==> config.mk <==
export PLATFORM = sky130hd
export DESIGN_NAME = srec_record_stream_parser_core
export DESIGN_NICKNAME = d
export VERILOG_FILES = /design/src/sv/srec_pkg.sv /design/src/sv/srec_record_stream_parser_core.sv /design/src/sv/srec_in_stage.sv /design/src/sv/srec_parse.sv /design/src/sv/srec_out_stage.sv
export SDC_FILE = /design/constraint.sdc
export NUM_CORES = 1
export LEC_CHECK = 0
export BUFFER_PORTS_ARGS = -buffer_cell sky130_fd_sc_hd__buf_2
export CAP_MARGIN = 10
export CORE_MARGIN = 1
export CORE_UTILIZATION = 46
export CTS_CLUSTER_DIAMETER = 60
export DETAILED_ROUTE_END_ITERATION = 16
export GPL_TIMING_DRIVEN = 0
export PLACE_DENSITY = 0.67
export SLEW_MARGIN = 20
export SYNTH_ARGS = -nofsm -noshare
export SYNTH_HDL_FRONTEND = slang
export SYNTH_HIERARCHICAL = 1
export SYNTH_SLANG_ARGS = --single-unit
==> constraint.sdc <==
create_clock -name clk -period 3.68 [get_ports clk]
set_input_delay 0.368 -clock clk [delete_from_list [all_inputs] [get_ports clk]]
set_output_delay 0.368 -clock clk [all_outputs]
set_load 0.1 [all_outputs]
==> src/sv/srec_pkg.sv <==
`timescale 1ns / 1ps
`default_nettype none
// ----------------------------------------------------------------------------
// S-record parser package
// Shared types, codes and character helpers for the S-record parser.
// ----------------------------------------------------------------------------
package srec_pkg;

  localparam logic [7:0] CHAR_S    = 8'h53;
  localparam logic [7:0] CHAR_0    = 8'h30;
  localparam logic [7:0] CHAR_9    = 8'h39;
  localparam logic [7:0] CHAR_4    = 8'h34;
  localparam logic [7:0] CHAR_UA   = 8'h41;
  localparam logic [7:0] CHAR_UF   = 8'h46;
  localparam logic [7:0] CHAR_LA   = 8'h61;
  localparam logic [7:0] CHAR_LF   = 8'h66;
  localparam logic [7:0] MAX_COUNT_RESET = 8'hFF;

  typedef enum logic [2:0] {
    PH_TYPE  = 3'd0,
    PH_COUNT = 3'd1,
    PH_ADDR  = 3'd2,
    PH_DATA  = 3'd3,
    PH_CSUM  = 3'd4,
    PH_EOL   = 3'd5
  } phase_t;

  typedef enum logic [1:0] {
    ST_BUSY  = 2'd0,
    ST_DATA  = 2'd1,
    ST_DONE  = 2'd2,
    ST_ERROR = 2'd3
  } status_t;

  typedef enum logic [1:0] {
    ERR_NONE  = 2'd0,
    ERR_TYPE  = 2'd1,
    ERR_COUNT = 2'd2
  } err_kind_t;

  typedef struct packed {
    logic        digits_ok;
    logic        checksum_ok;
    logic [7:0]  data_index;
    logic [7:0]  data_byte;
    logic [31:0] load_address;
    logic [7:0]  byte_count;
    logic [3:0]  record_type;
    err_kind_t   error_kind;
    status_t     status;
  } result_t;

  // Upper bit flags a hex digit, the low nibble is its value (zero otherwise).
  function automatic logic [4:0] hex_nibble(input logic [7:0] c);
    logic [7:0] v;
    v = 8'd0;
    if (c >= CHAR_0 && c <= CHAR_9) begin
      v = c - CHAR_0;
      return {1'b1, v[3:0]};
    end else if (c >= CHAR_UA && c <= CHAR_UF) begin
      v = c - CHAR_UA + 8'd10;
      return {1'b1, v[3:0]};
    end else if (c >= CHAR_LA && c <= CHAR_LF) begin
      v = c - CHAR_LA + 8'd10;
      return {1'b1, v[3:0]};
    end
    return 5'd0;
  endfunction

  // Address length in bytes for each record type.
  function automatic logic [2:0] addr_bytes(input logic [3:0] t);
    case (t)
      4'd2, 4'd6, 4'd8: return 3'd3;
      4'd3, 4'd7:       return 3'd4;
      4'd4:             return 3'd0;
      default:          return 3'd2;
    endcase
  endfunction

endpackage
`default_nettype wire

==> src/sv/srec_record_stream_parser_core.sv <==
`timescale 1ns / 1ps
`default_nettype none
// ----------------------------------------------------------------------------
// S-record stream parser
// Parses an ASCII S-record stream one character a beat, giving one result
// beat per character: busy, data byte, record complete or error.
// ----------------------------------------------------------------------------
//
//  Channel   Direction  Beat contents
//  s_*       in         tdata[7:0] = in_char
//  m_*       out        tuser[1:0] = status; tdata = error_kind, record_type,
//                       byte_count, load_address, data_byte, data_index,
//                       checksum_ok, digits_ok (lowest bits first)
//  max_count in         write enable and 8-bit value of the byte count limit
//
// The parse step handles one character per beat, so one beat can be
// accepted every cycle while the output is not stalled. A character passes
// through the input register and then the result register to the output.
// Reset clears the record state, both valid flags and sets max_count to 255.
// A stall on the output holds the result register and, once the input
// register is also full, deasserts s_tready; no beat is dropped or repeated.
//
module srec_record_stream_parser_core (
  input  wire logic        clk,
  input  wire logic        rst,
  // Character input: in_char[7:0].
  input  wire logic        s_tvalid,
  output logic             s_tready,
  input  wire logic [7:0]  s_tdata,
  // Result output.
  output logic             m_tvalid,
  input  wire logic        m_tready,
  // error_kind[1:0], record_type[5:2], byte_count[13:6], load_address[45:14],
  // data_byte[53:46], data_index[61:54], checksum_ok[62], digits_ok[63].
  output logic [63:0]      m_tdata,
  // status[1:0].
  output logic [1:0]       m_tuser,
  // Byte count limit register.
  input  wire logic        max_count_we,
  input  wire logic [7:0]  max_count_data
);
  import srec_pkg::*;

  logic       in_valid;
  logic [7:0] in_char;
  logic       load_ok;
  logic       fire;
  logic [7:0] max_count;
  result_t    result;
  result_t    held;

  // The parse step advances when a character is waiting and the result
  // register is free or being emptied in this same cycle.
  assign fire = in_valid && load_ok;

  always_ff @(posedge clk) begin
    if (rst) begin
      max_count <= MAX_COUNT_RESET;
    end else if (max_count_we) begin
      max_count <= max_count_data;
    end
  end

  srec_in_stage u_in (
    .clk      (clk),
    .rst      (rst),
    .s_tvalid (s_tvalid),
    .s_tready (s_tready),
    .s_tdata  (s_tdata),
    .fire     (fire),
    .in_valid (in_valid),
    .in_char  (in_char)
  );

  srec_parse u_parse (
    .clk       (clk),
    .rst       (rst),
    .fire      (fire),
    .in_char   (in_char),
    .max_count (max_count),
    .result    (result)
  );

  srec_out_stage u_out (
    .clk      (clk),
    .rst      (rst),
    .load     (fire),
    .result   (result),
    .load_ok  (load_ok),
    .m_tvalid (m_tvalid),
    .m_tready (m_tready),
    .held     (held)
  );

  // Status travels on tuser; the remaining fields pack into tdata.
  assign m_tuser = held.status;
  assign m_tdata = {held.digits_ok, held.checksum_ok, held.data_index, held.data_byte,
                    held.load_address, held.byte_count, held.record_type, held.error_kind};

endmodule
`default_nettype wire

==> src/sv/srec_in_stage.sv <==
`timescale 1ns / 1ps
`default_nettype none
// ----------------------------------------------------------------------------
// S-record input stage
// Registers one incoming character beat and holds it until the parser fires.
// ----------------------------------------------------------------------------
module srec_in_stage (
  input  wire logic       clk,
  input  wire logic       rst,
  input  wire logic       s_tvalid,
  output logic            s_tready,
  input  wire logic [7:0] s_tdata,
  input  wire logic       fire,
  output logic            in_valid,
  output logic [7:0]      in_char
);
  import srec_pkg::*;

  assign s_tready = !in_valid || fire;

  always_ff @(posedge clk) begin
    if (rst) begin
      in_valid <= 1'b0;
    end else if (s_tready) begin
      in_valid <= s_tvalid;
    end
  end

  always_ff @(posedge clk) begin
    if (s_tvalid && s_tready) begin
      in_char <= s_tdata;
    end
  end

endmodule
`default_nettype wire

==> src/sv/srec_parse.sv <==
`timescale 1ns / 1ps
`default_nettype none
// ----------------------------------------------------------------------------
// S-record parse step
// Record state and the per-character next-state and result logic.
// ----------------------------------------------------------------------------
module srec_parse (
  input  wire logic             clk,
  input  wire logic             rst,
  input  wire logic             fire,
  input  wire logic [7:0]       in_char,
  input  wire logic [7:0]       max_count,
  output srec_pkg::result_t     result
);
  import srec_pkg::*;

  phase_t      phase, phase_next;
  logic [3:0]  char_count, char_count_next;
  logic [7:0]  first_char, first_char_next;
  logic [3:0]  type_reg, type_reg_next;
  logic [7:0]  count_reg, count_reg_next;
  logic [31:0] address_reg, address_reg_next;
  logic [3:0]  high_nibble, high_nibble_next;
  logic [7:0]  running_sum, running_sum_next;
  logic [7:0]  data_counter, data_counter_next;
  logic        digit_flag, digit_flag_next;
  logic        sum_good, sum_good_next;

  logic        restart;
  logic [4:0]  hex;
  logic [2:0]  alen;
  logic [7:0]  alen_plus1;
  logic [7:0]  pair_byte;
  logic        pair_done;
  logic [7:0]  type_char;
  logic        type_ok;
  logic [3:0]  type_val;
  logic [7:0]  type_wide;
  logic [3:0]  addr_cnt;

  assign hex        = hex_nibble(in_char);
  assign alen       = addr_bytes(type_reg);
  assign alen_plus1 = {5'd0, alen} + 8'd1;
  assign pair_byte  = {high_nibble, hex[3:0]};
  assign pair_done  = char_count[0];
  assign addr_cnt   = char_count + 4'd1;

  // Type field: 'S' and a digit in either order, any digit but 4.
  always_comb begin
    type_char = 8'd0;
    type_ok   = 1'b0;
    if (first_char == CHAR_S) begin
      type_char = in_char;
      type_ok   = 1'b1;
    end else if (in_char == CHAR_S) begin
      type_char = first_char;
      type_ok   = 1'b1;
    end
    if (type_char < CHAR_0 || type_char > CHAR_9 || type_char == CHAR_4) begin
      type_ok = 1'b0;
    end
    type_wide = type_char - CHAR_0;
    type_val  = type_wide[3:0];
  end

  always_comb begin
    phase_next        = phase;
    char_count_next   = char_count;
    first_char_next   = first_char;
    type_reg_next     = type_reg;
    count_reg_next    = count_reg;
    address_reg_next  = address_reg;
    high_nibble_next  = high_nibble;
    running_sum_next  = running_sum;
    data_counter_next = data_counter;
    digit_flag_next   = digit_flag;
    sum_good_next     = sum_good;
    restart           = 1'b0;
    result            = '0;
    result.status     = ST_BUSY;
    result.error_kind = ERR_NONE;

    // Hex fields share the digit check; count, data and checksum also share the nibble pairing.
    if (phase == PH_COUNT || phase == PH_DATA || phase == PH_CSUM || phase == PH_ADDR) begin
      if (!hex[4]) begin
        digit_flag_next = 1'b0;
      end
    end
    if (phase == PH_COUNT || phase == PH_DATA || phase == PH_CSUM) begin
      if (!pair_done) begin
        high_nibble_next = hex[3:0];
        char_count_next  = 4'd1;
      end else begin
        char_count_next  = 4'd0;
      end
    end

    case (phase)
      PH_TYPE: begin
        if (char_count == 4'd0) begin
          first_char_next = in_char;
          char_count_next = 4'd1;
        end else if (!type_ok) begin
          result.status     = ST_ERROR;
          result.error_kind = ERR_TYPE;
          restart           = 1'b1;
        end else begin
          type_reg_next   = type_val;
          phase_next      = PH_COUNT;
          char_count_next = 4'd0;
        end
      end
      PH_COUNT: begin
        if (pair_done) begin
          count_reg_next   = pair_byte;
          running_sum_next = running_sum + pair_byte;
          if (pair_byte == 8'd0 || pair_byte > max_count || pair_byte < alen_plus1) begin
            result.status     = ST_ERROR;
            result.error_kind = ERR_COUNT;
            restart           = 1'b1;
          end else begin
            phase_next = PH_ADDR;
          end
        end
      end
      PH_ADDR: begin
        address_reg_next = {address_reg[27:0], hex[3:0]};
        char_count_next  = addr_cnt;
        if (!addr_cnt[0]) begin
          running_sum_next = running_sum + {address_reg[3:0], hex[3:0]};
        end
        if (addr_cnt >= {alen, 1'b0}) begin
          char_count_next = 4'd0;
          phase_next      = (count_reg > alen_plus1) ? PH_DATA : PH_CSUM;
        end
      end
      PH_DATA: begin
        if (pair_done) begin
          result.status     = ST_DATA;
          result.data_byte  = pair_byte;
          result.data_index = data_counter;
          running_sum_next  = running_sum + pair_byte;
          data_counter_next = data_counter + 8'd1;
          if (data_counter_next >= count_reg - alen_plus1) begin
            phase_next = PH_CSUM;
          end
        end
      end
      PH_CSUM: begin
        if (pair_done) begin
          sum_good_next = (~running_sum == pair_byte);
          phase_next    = PH_EOL;
        end
      end
      PH_EOL: begin
        char_count_next = char_count + 4'd1;
        if (char_count_next >= 4'd2) begin
          result.status      = ST_DONE;
          result.checksum_ok = sum_good;
          restart            = 1'b1;
        end
      end
      default: begin
        restart = 1'b1;
      end
    endcase

    // A restart result still shows the fields as they stood before clearing.
    result.record_type  = type_reg_next;
    result.byte_count   = count_reg_next;
    result.load_address = address_reg_next;
    result.digits_ok    = digit_flag_next;
  end

  always_ff @(posedge clk) begin
    if (rst || (fire && restart)) begin
      phase        <= PH_TYPE;
      char_count   <= 4'd0;
      first_char   <= 8'd0;
      type_reg     <= 4'd0;
      count_reg    <= 8'd0;
      address_reg  <= 32'd0;
      high_nibble  <= 4'd0;
      running_sum  <= 8'd0;
      data_counter <= 8'd0;
      digit_flag   <= 1'b1;
      sum_good     <= 1'b0;
    end else if (fire) begin
      phase        <= phase_next;
      char_count   <= char_count_next;
      first_char   <= first_char_next;
      type_reg     <= type_reg_next;
      count_reg    <= count_reg_next;
      address_reg  <= address_reg_next;
      high_nibble  <= high_nibble_next;
      running_sum  <= running_sum_next;
      data_counter <= data_counter_next;
      digit_flag   <= digit_flag_next;
      sum_good     <= sum_good_next;
    end
  end

endmodule
`default_nettype wire

==> src/sv/srec_out_stage.sv <==
`timescale 1ns / 1ps
`default_nettype none
// ----------------------------------------------------------------------------
// S-record output stage
// Result register; holds a beat while the consumer stalls.
// ----------------------------------------------------------------------------
module srec_out_stage (
  input  wire logic              clk,
  input  wire logic              rst,
  input  wire logic              load,
  input  wire srec_pkg::result_t result,
  output logic                   load_ok,
  output logic                   m_tvalid,
  input  wire logic              m_tready,
  output srec_pkg::result_t      held
);
  import srec_pkg::*;

  assign load_ok = !m_tvalid || m_tready;

  always_ff @(posedge clk) begin
    if (rst) begin
      m_tvalid <= 1'b0;
    end else if (load_ok) begin
      m_tvalid <= load;
    end
  end

  always_ff @(posedge clk) begin
    if (load && load_ok) begin
      held <= result;
    end
  end

endmodule
`default_nettype wire

# Word level (Yosys, flattened, before mapping)

Cells that the tools add are included.

Input port bits: 21
Output and inout bits: 68
Register bits: 165

Add/subtract/negate cells: 12
Equal/unequal tests: 25
Reduce and logical (&&, ||, !) cells: 36
Magnitude comparators: 14
Bitwise gates (word level): 2
Multiplexer cells: 54

Operators by type and width:

| kind                                                               | count |
|---|---|
| 2-to-1 mux 8 bit                                                   | 6 |
| 2-to-1 mux 4 bit                                                   | 10 |
| 2-to-1 mux 32 bit                                                  | 1 |
| 2-to-1 mux 3 bit                                                   | 10 |
| 2-to-1 mux 5 bit                                                   | 4 |
| adder 8 bit                                                        | 2 |
| == test 8 x 7 -> 1 bit (second input constant)                     | 2 |
| greater-or-equal comparator 8 x 7 -> 1 bit (second input constant) | 2 |
| > comparator 8 bit                                                 | 2 |
| <= comparator 8 x 7 -> 1 bit (second input constant)               | 2 |
| one-hot mux 8 bit (2 select lines)                                 | 1 |
| subtractor 4 x 1 -> 4 bit (second input constant)                  | 4 |
| 2-to-1 mux 1 bit                                                   | 15 |
| one-hot mux 3 bit (5 select lines)                                 | 1 |
| == test 4 x 3 -> 1 bit (second input constant)                     | 3 |
| one-hot mux 4 bit (3 select lines)                                 | 1 |
| AND reduction 3 bit                                                | 4 |
| logical OR 1 bit                                                   | 10 |
| inequality test 2 x 1 -> 1 bit (second input constant)             | 5 |
| inequality test 2 bit (second input constant)                      | 5 |
| AND reduction 10 bit                                               | 1 |
| one-hot mux 3 bit (3 select lines)                                 | 1 |
| adder 4 bit (second input constant)                                | 2 |
| adder 8 x 1 -> 8 bit (second input constant)                       | 1 |
| other kinds (35)                                                   | 48 |

# Longest topological paths before layout

Word-level depth: 14
Depth in mapped cells: 19

# Hierarchy

Netlist, hierarchy kept.

Modules (own cells, without submodules):

| module                         | area an instance (µm²) | times used | seq. area each (µm²) | cells each |
|---|---|---|---|---|
| srec_parse                     | 5649.2                 | 1          | 1621.6               | 747 |
| srec_out_stage                 | 2037.0                 | 1          | 2001.9               | 71 |
| srec_record_stream_parser_core | 309.0                  | 1          | 160.2                | 27 |
| srec_in_stage                  | 295.3                  | 1          | 260.2                | 13 |

# Worst setup path before layout

Ideal clock, no wire load.

Path type: register to register
Start: register u_in.in_char[1]
End: register u_parse.digit_flag
Path buffers: 3
Library setup time: 114 ps
Clock period less this slack: 3722 ps
Path slack: -42 ps
Cell stages (with the launch flop): 20
Data required time: 3566 ps
Arrival: 3608 ps
Cell sequence: edfxtp_1 -> inv_1 -> ha_1 -> nor2_1 -> a21boi_1 -> o2111ai_1 -> or2_2 -> clkbuf_1 -> inv_1 -> ha_1 -> nor2b_1 -> o21a_1 -> o21ai_0 -> a21o_1 -> and4_1 -> nor2_1 -> o32a_1 -> buf_6 -> buf_6 -> a21o_1

Cells in the longest elaborated chain, start to end: 14
Elaborated cells between the ends (all ways): 46
Classes of those cells: 5 x add/sub; 10 x order compare; 2 x eq/ne; 19 x mux; 10 x reduce/logical

Ends and longest elaborated chain:

| element                                                        | RTL line                                       | source |
|---|---|---|
| start: declaration                                             | srec_in_stage.sv:15                            | `output logic [7:0] in_char` |
| start signal: assignment                                       | srec_in_stage.sv:31                            | `in_char <= s_tdata;` |
| subtractor 4 x 1 -> 4 bit (tied with other cells)              | srec_pkg.sv:61, srec_pkg.sv:64                 |  |
| adder 4 bit / logical AND 1 bit (equally long branches)        | srec_pkg.sv:61, srec_pkg.sv:64, srec_pkg.sv:63 |  |
| 2-to-1 mux 5 bit / 2-to-1 mux 1 bit (equally long branches)    | srec_pkg.sv:63                                 | `end else if (c >= CHAR_LA && c <= CHAR_LF) begin` |
| 2-to-1 mux 5 bit / 2-to-1 mux 1 bit (equally long branches)    | srec_pkg.sv:60                                 | `end else if (c >= CHAR_UA && c <= CHAR_UF) begin` |
| 2-to-1 mux 5 bit / 2-to-1 mux 1 bit (equally long branches)    | srec_pkg.sv:57                                 | `if (c >= CHAR_0 && c <= CHAR_9) begin` |
| 2-to-1 mux 5 bit (*)                                           | srec_pkg.sv:67                                 | `return 5'd0;` |
| via u_parse.hex[1]                                             | srec_parse.sv:30                               | `logic [4:0] hex;` |
| > comparator 8 bit / logical NOT 8 bit (equally long branches) | srec_parse.sv:117                              | `if (pair_byte == 8'd0 \|\| pair_byte > max_count \|\| pair_byte < alen_plus1) begin` |
| logical OR 1 bit                                               | srec_parse.sv:117                              |  |
| logical OR 1 bit (*)                                           | srec_parse.sv:117                              |  |
| 2-to-1 mux 1 bit (*)                                           | srec_parse.sv:117                              |  |
| 2-to-1 mux 1 bit (*)                                           | srec_parse.sv:114                              | `if (pair_done) begin` |
| one-hot mux 1 bit (4 select lines) (*)                         | srec_parse.sv:98                               | `case (phase)` |
| logical AND 1 bit (*)                                          | srec_parse.sv:176                              | `if (rst \|\| (fire && restart)) begin` |
| logical OR 1 bit (*)                                           | srec_parse.sv:176                              |  |
| end signal: assignment                                         | srec_parse.sv:198                              | `digit_flag <= digit_flag_next;` |
| end: declaration                                               | srec_parse.sv:26                               | `logic digit_flag, digit_flag_next;` |

Mark *: on every way through the listed nets, which the timed path passes. The rest lies on a longest branch. The select of a mux whose other input is x is not followed.
A chain may end at the register's enable or synchronous reset.

# Worst setup path after layout

Start: register u_parse.type_reg[1]
End: register u_parse.phase[0]

Cells in the longest elaborated chain, start to end: 11
Elaborated cells between the ends (all ways): 28
Classes of those cells: 2 x add/sub; 4 x order compare; 9 x eq/ne; 7 x mux; 6 x reduce/logical

Ends and longest elaborated chain:

| element                                                         | RTL line          | source |
|---|---|---|
| start: declaration                                              | srec_parse.sv:20  | `logic [3:0] type_reg, type_reg_next;` |
| start signal: assignment                                        | srec_parse.sv:192 | `type_reg <= type_reg_next;` |
| == test 4 x 2 -> 1 bit (tied with other cells)                  | srec_pkg.sv:72    | `case (t)` |
| OR reduction 3 bit / OR reduction 2 bit (equally long branches) | srec_pkg.sv:72    |  |
| one-hot mux 3 bit (3 select lines) (*)                          | srec_pkg.sv:72    |  |
| branches (longest 8 deep; another with subtractor 8 bit)        | -                 |  |
| end signal: assignment                                          | srec_parse.sv:189 | `phase <= phase_next;` |
| end: declaration                                                | srec_parse.sv:17  | `phase_t phase, phase_next;` |

Mark *: on every way between the ends. The select of a mux whose other input is x is not followed.

==> metrics.txt <==
number of global-route vias before repair=5930; Die H=136 um; R2R setup slack=0.05 ns; port bufs=88; Avg Cell Area, Syn=9.66 sq um; Clk Latency, worst-skew pair=0.43 ns; detailed placement HPWL=13100 um; drt total wl=19300 um; via count=6513; Worst slew margin=0.384; Final Total Pwr=5.33 mW; Seq/Total Area, Yosys=0.488; max reg flops=66; CP Class=flop to flop; Routed WL per cell=15.6 um; initial antenna violation count=0; period utilisation layout=0.987; fin crit period=3.63 ns; Synth Register Bits=165; WHS=0.105 ns; Worst R2R Path Depth=17; initial cell density of the core=0.474; DIE WIDTH=136 um; CTS tree=yes; Async SR Flop Fraction=0; endpoints failing setup=0; static leakage=4.24 nW; Startpoint Class=flop; area leader, netlist=edfxtp_1; CTS sink cnt=165; layout cells sized above 1=0.261; Layout Skew=0.00781 ns; vias per cell=5.28; number of synthesized flops with an enable pin=74; FP Rows=48; power density cells=527 mW/mm^2; Worst EP required=4.05 ns; Ys Warns=6; largest net degree at the start of global routing=67; final std cells w/o fill=1234; unique cell type count in the Yosys netlist=70; CTS Buffer Depth=2; CP cell instances=or3b_4 > a21oi_4 > nor2_4 > inv_2 > ha_4 > nor2b_4 > o21ai_1 > nand2b_1 > a21o_1 > nor4_4 > xnor2_1 > ha_2 > nand3b_1 > nor3_2 > a41oi_2 > o22a_1 > a21oi_2; status=complete, no violations; Layout area overhead=22.0%; commonest non-fill, non-tap cell in the layout=nand2_1; CTS clk-pin slew, worst paths=0.07 ns; Slew Limit Fails=0; Synth area leaders=edfxtp_1 (27%), dfxtp_1 (22%), nand2_1 (6.3%); max cap viols=0; maximum VDD drop=0.000398 V; routability congestion estimate=0.907; Mapped Cells=858; Nets=1058; Core Util, Final=0.579; Synth Cell Area=0.00829 sq mm; RSZ-0062 raised after global routing=true; ANT cells=0; DRT antenna net count=0; H-tree levels=4; Post-Place Cells=1172; core area=0.0175 sq mm; HP Class=primary input to flop; Worst Max-Slew Pin Slew=0.924 ns; die area=0.0186 sq mm; crit path max fanout=5; most frequent cells in the layout=nand2_1 (139), nor2_1 (133), buf_2 (91); Root Buffer=clkbuf_16; Worst EP arrival=4.00 ns; IO Pins=89; All-Layer GR Usage=0.209; critical path's largest stage delay=0.39 ns; total CTS buffers=17; Synth top area share=0.268; Fmax=275 MHz; 1st-iter DRT viols=426; Residual DRC=0; top_reg_cell synth=dfxtp_1; Crit-path slowest cell=or3b_4; GRT overflow=0; Hold Crit Depth=1; first-pass GRT wire length=30000 um; final hold violation count=0; 1st-pass router iterations=4; critical path capture point type=flop; fillcell total=1513
==> where the power goes <==
part / leakage [nW] / internal [mW] / switching [mW]
clock network: 0.269 / 0.894 / 0.819
registers: 1.46 / 2.12 / 0.112
logic: 2.51 / 0.383 / 1.00
==> final timing paths <==
path,startpoint,endpoint
min,s_tdata[0],u_in/in_char[0]
max reg2reg,u_parse/type_reg[1],u_parse/phase[0]
max,u_parse/type_reg[1],u_parse/phase[0]
min reg2reg,u_parse/sum_good,u_parse/sum_good
==> metal layers <==
layer / track usage / vias to the layer above / share of wire
li1: - / 3241 / -
met1: 0.288 / 3069 / 0.47
met2: 0.330 / 179 / 0.47
met3: 0.0365 / 24 / 0.052
met4: 0.0722 / 0 / 0.012
met5: 0 / - / 0
==> synth_stat cells (all sizes together) (3+ instances only) <==
cell and n:
nor3 41, nand4 12, a21o 7, xor2 18, nor2 138, and3 3
and2 19, nor2b 14, nor4b 3, o21ai 22, a21oi 32, a211o 8
or2 5, a211oi 6, nand2 139, edfxtp 74, mux2 6, nand2b 13
nor4 4, o2111ai 4, inv 28, buf 15, mux2i 30, nand3 11
ha 39, dfxtp 91, clkbuf 25, xnor2 16
==> cell type report <==
cell class	instances	area (sq um)	area share
well taps	225	282	0.0278
multi-input cells	625	4180	0.413
clock buffers	17	425	0.0421
inverters	29	111	0.0110
plain buffers	38	225	0.0223
repair buffers	120	703	0.0695
clock inverters	15	136	0.0135
flip-flops and latches	165	4050	0.401
==> cell families (layout without fill, tap and decap cells) <==
group,count (synthesis),in the layout,share of synthesized area
flops,165,165,0.488
xor+xnor,34,34,0.0359
simple gates,413,413,0.249
compound gates,99,99,0.0806
mux,36,36,0.0448
fa+ha+maj,41,41,0.0637
buf+inv,69,219,0.0380
other cells,1,2,0.000452
==> per-stage QoR <==
stage / worst slack (ns) / instance area [sq um] / setup TNS, ns
5_1_grt: -0.176 / 10100 / -3.68
4_1_cts: 0.000517 / 9710 / 0
3_5_place_dp: -0.649 / 9040 / -49.61
2_1_floorplan: 0.0334 / 8300 / 0
3_3_place_gp: -0.981 / 9020 / -78.49
6_report: 0.0489 / 10100 / 0
==> worst max-delay path, delay by kind of cell, from the launching register on <==
kind                       cells  cell delay, ns
adders and majority gates      2            0.38
AOI/OAI and AO/OA              6            1.19
and+or+nand+nor                7            1.42
buffers and inverters          1            0.10
xor gates and xnor gates       1            0.11
DFF                            1            0.36
==> repair_timing <==
action / 4_1_cts / 5_1_grt
gates resized for setup: 14 / 50
gates cloned: 0 / 2
pin swaps: 7 / 28
setup buffers: 9 / 21
endpoints found under the hold margin: 0 / 0
endpoints found under the setup margin: 84 / 81
hold buffers: 0 / 0
Note: power is estimated with default switching activity, not from simulation.
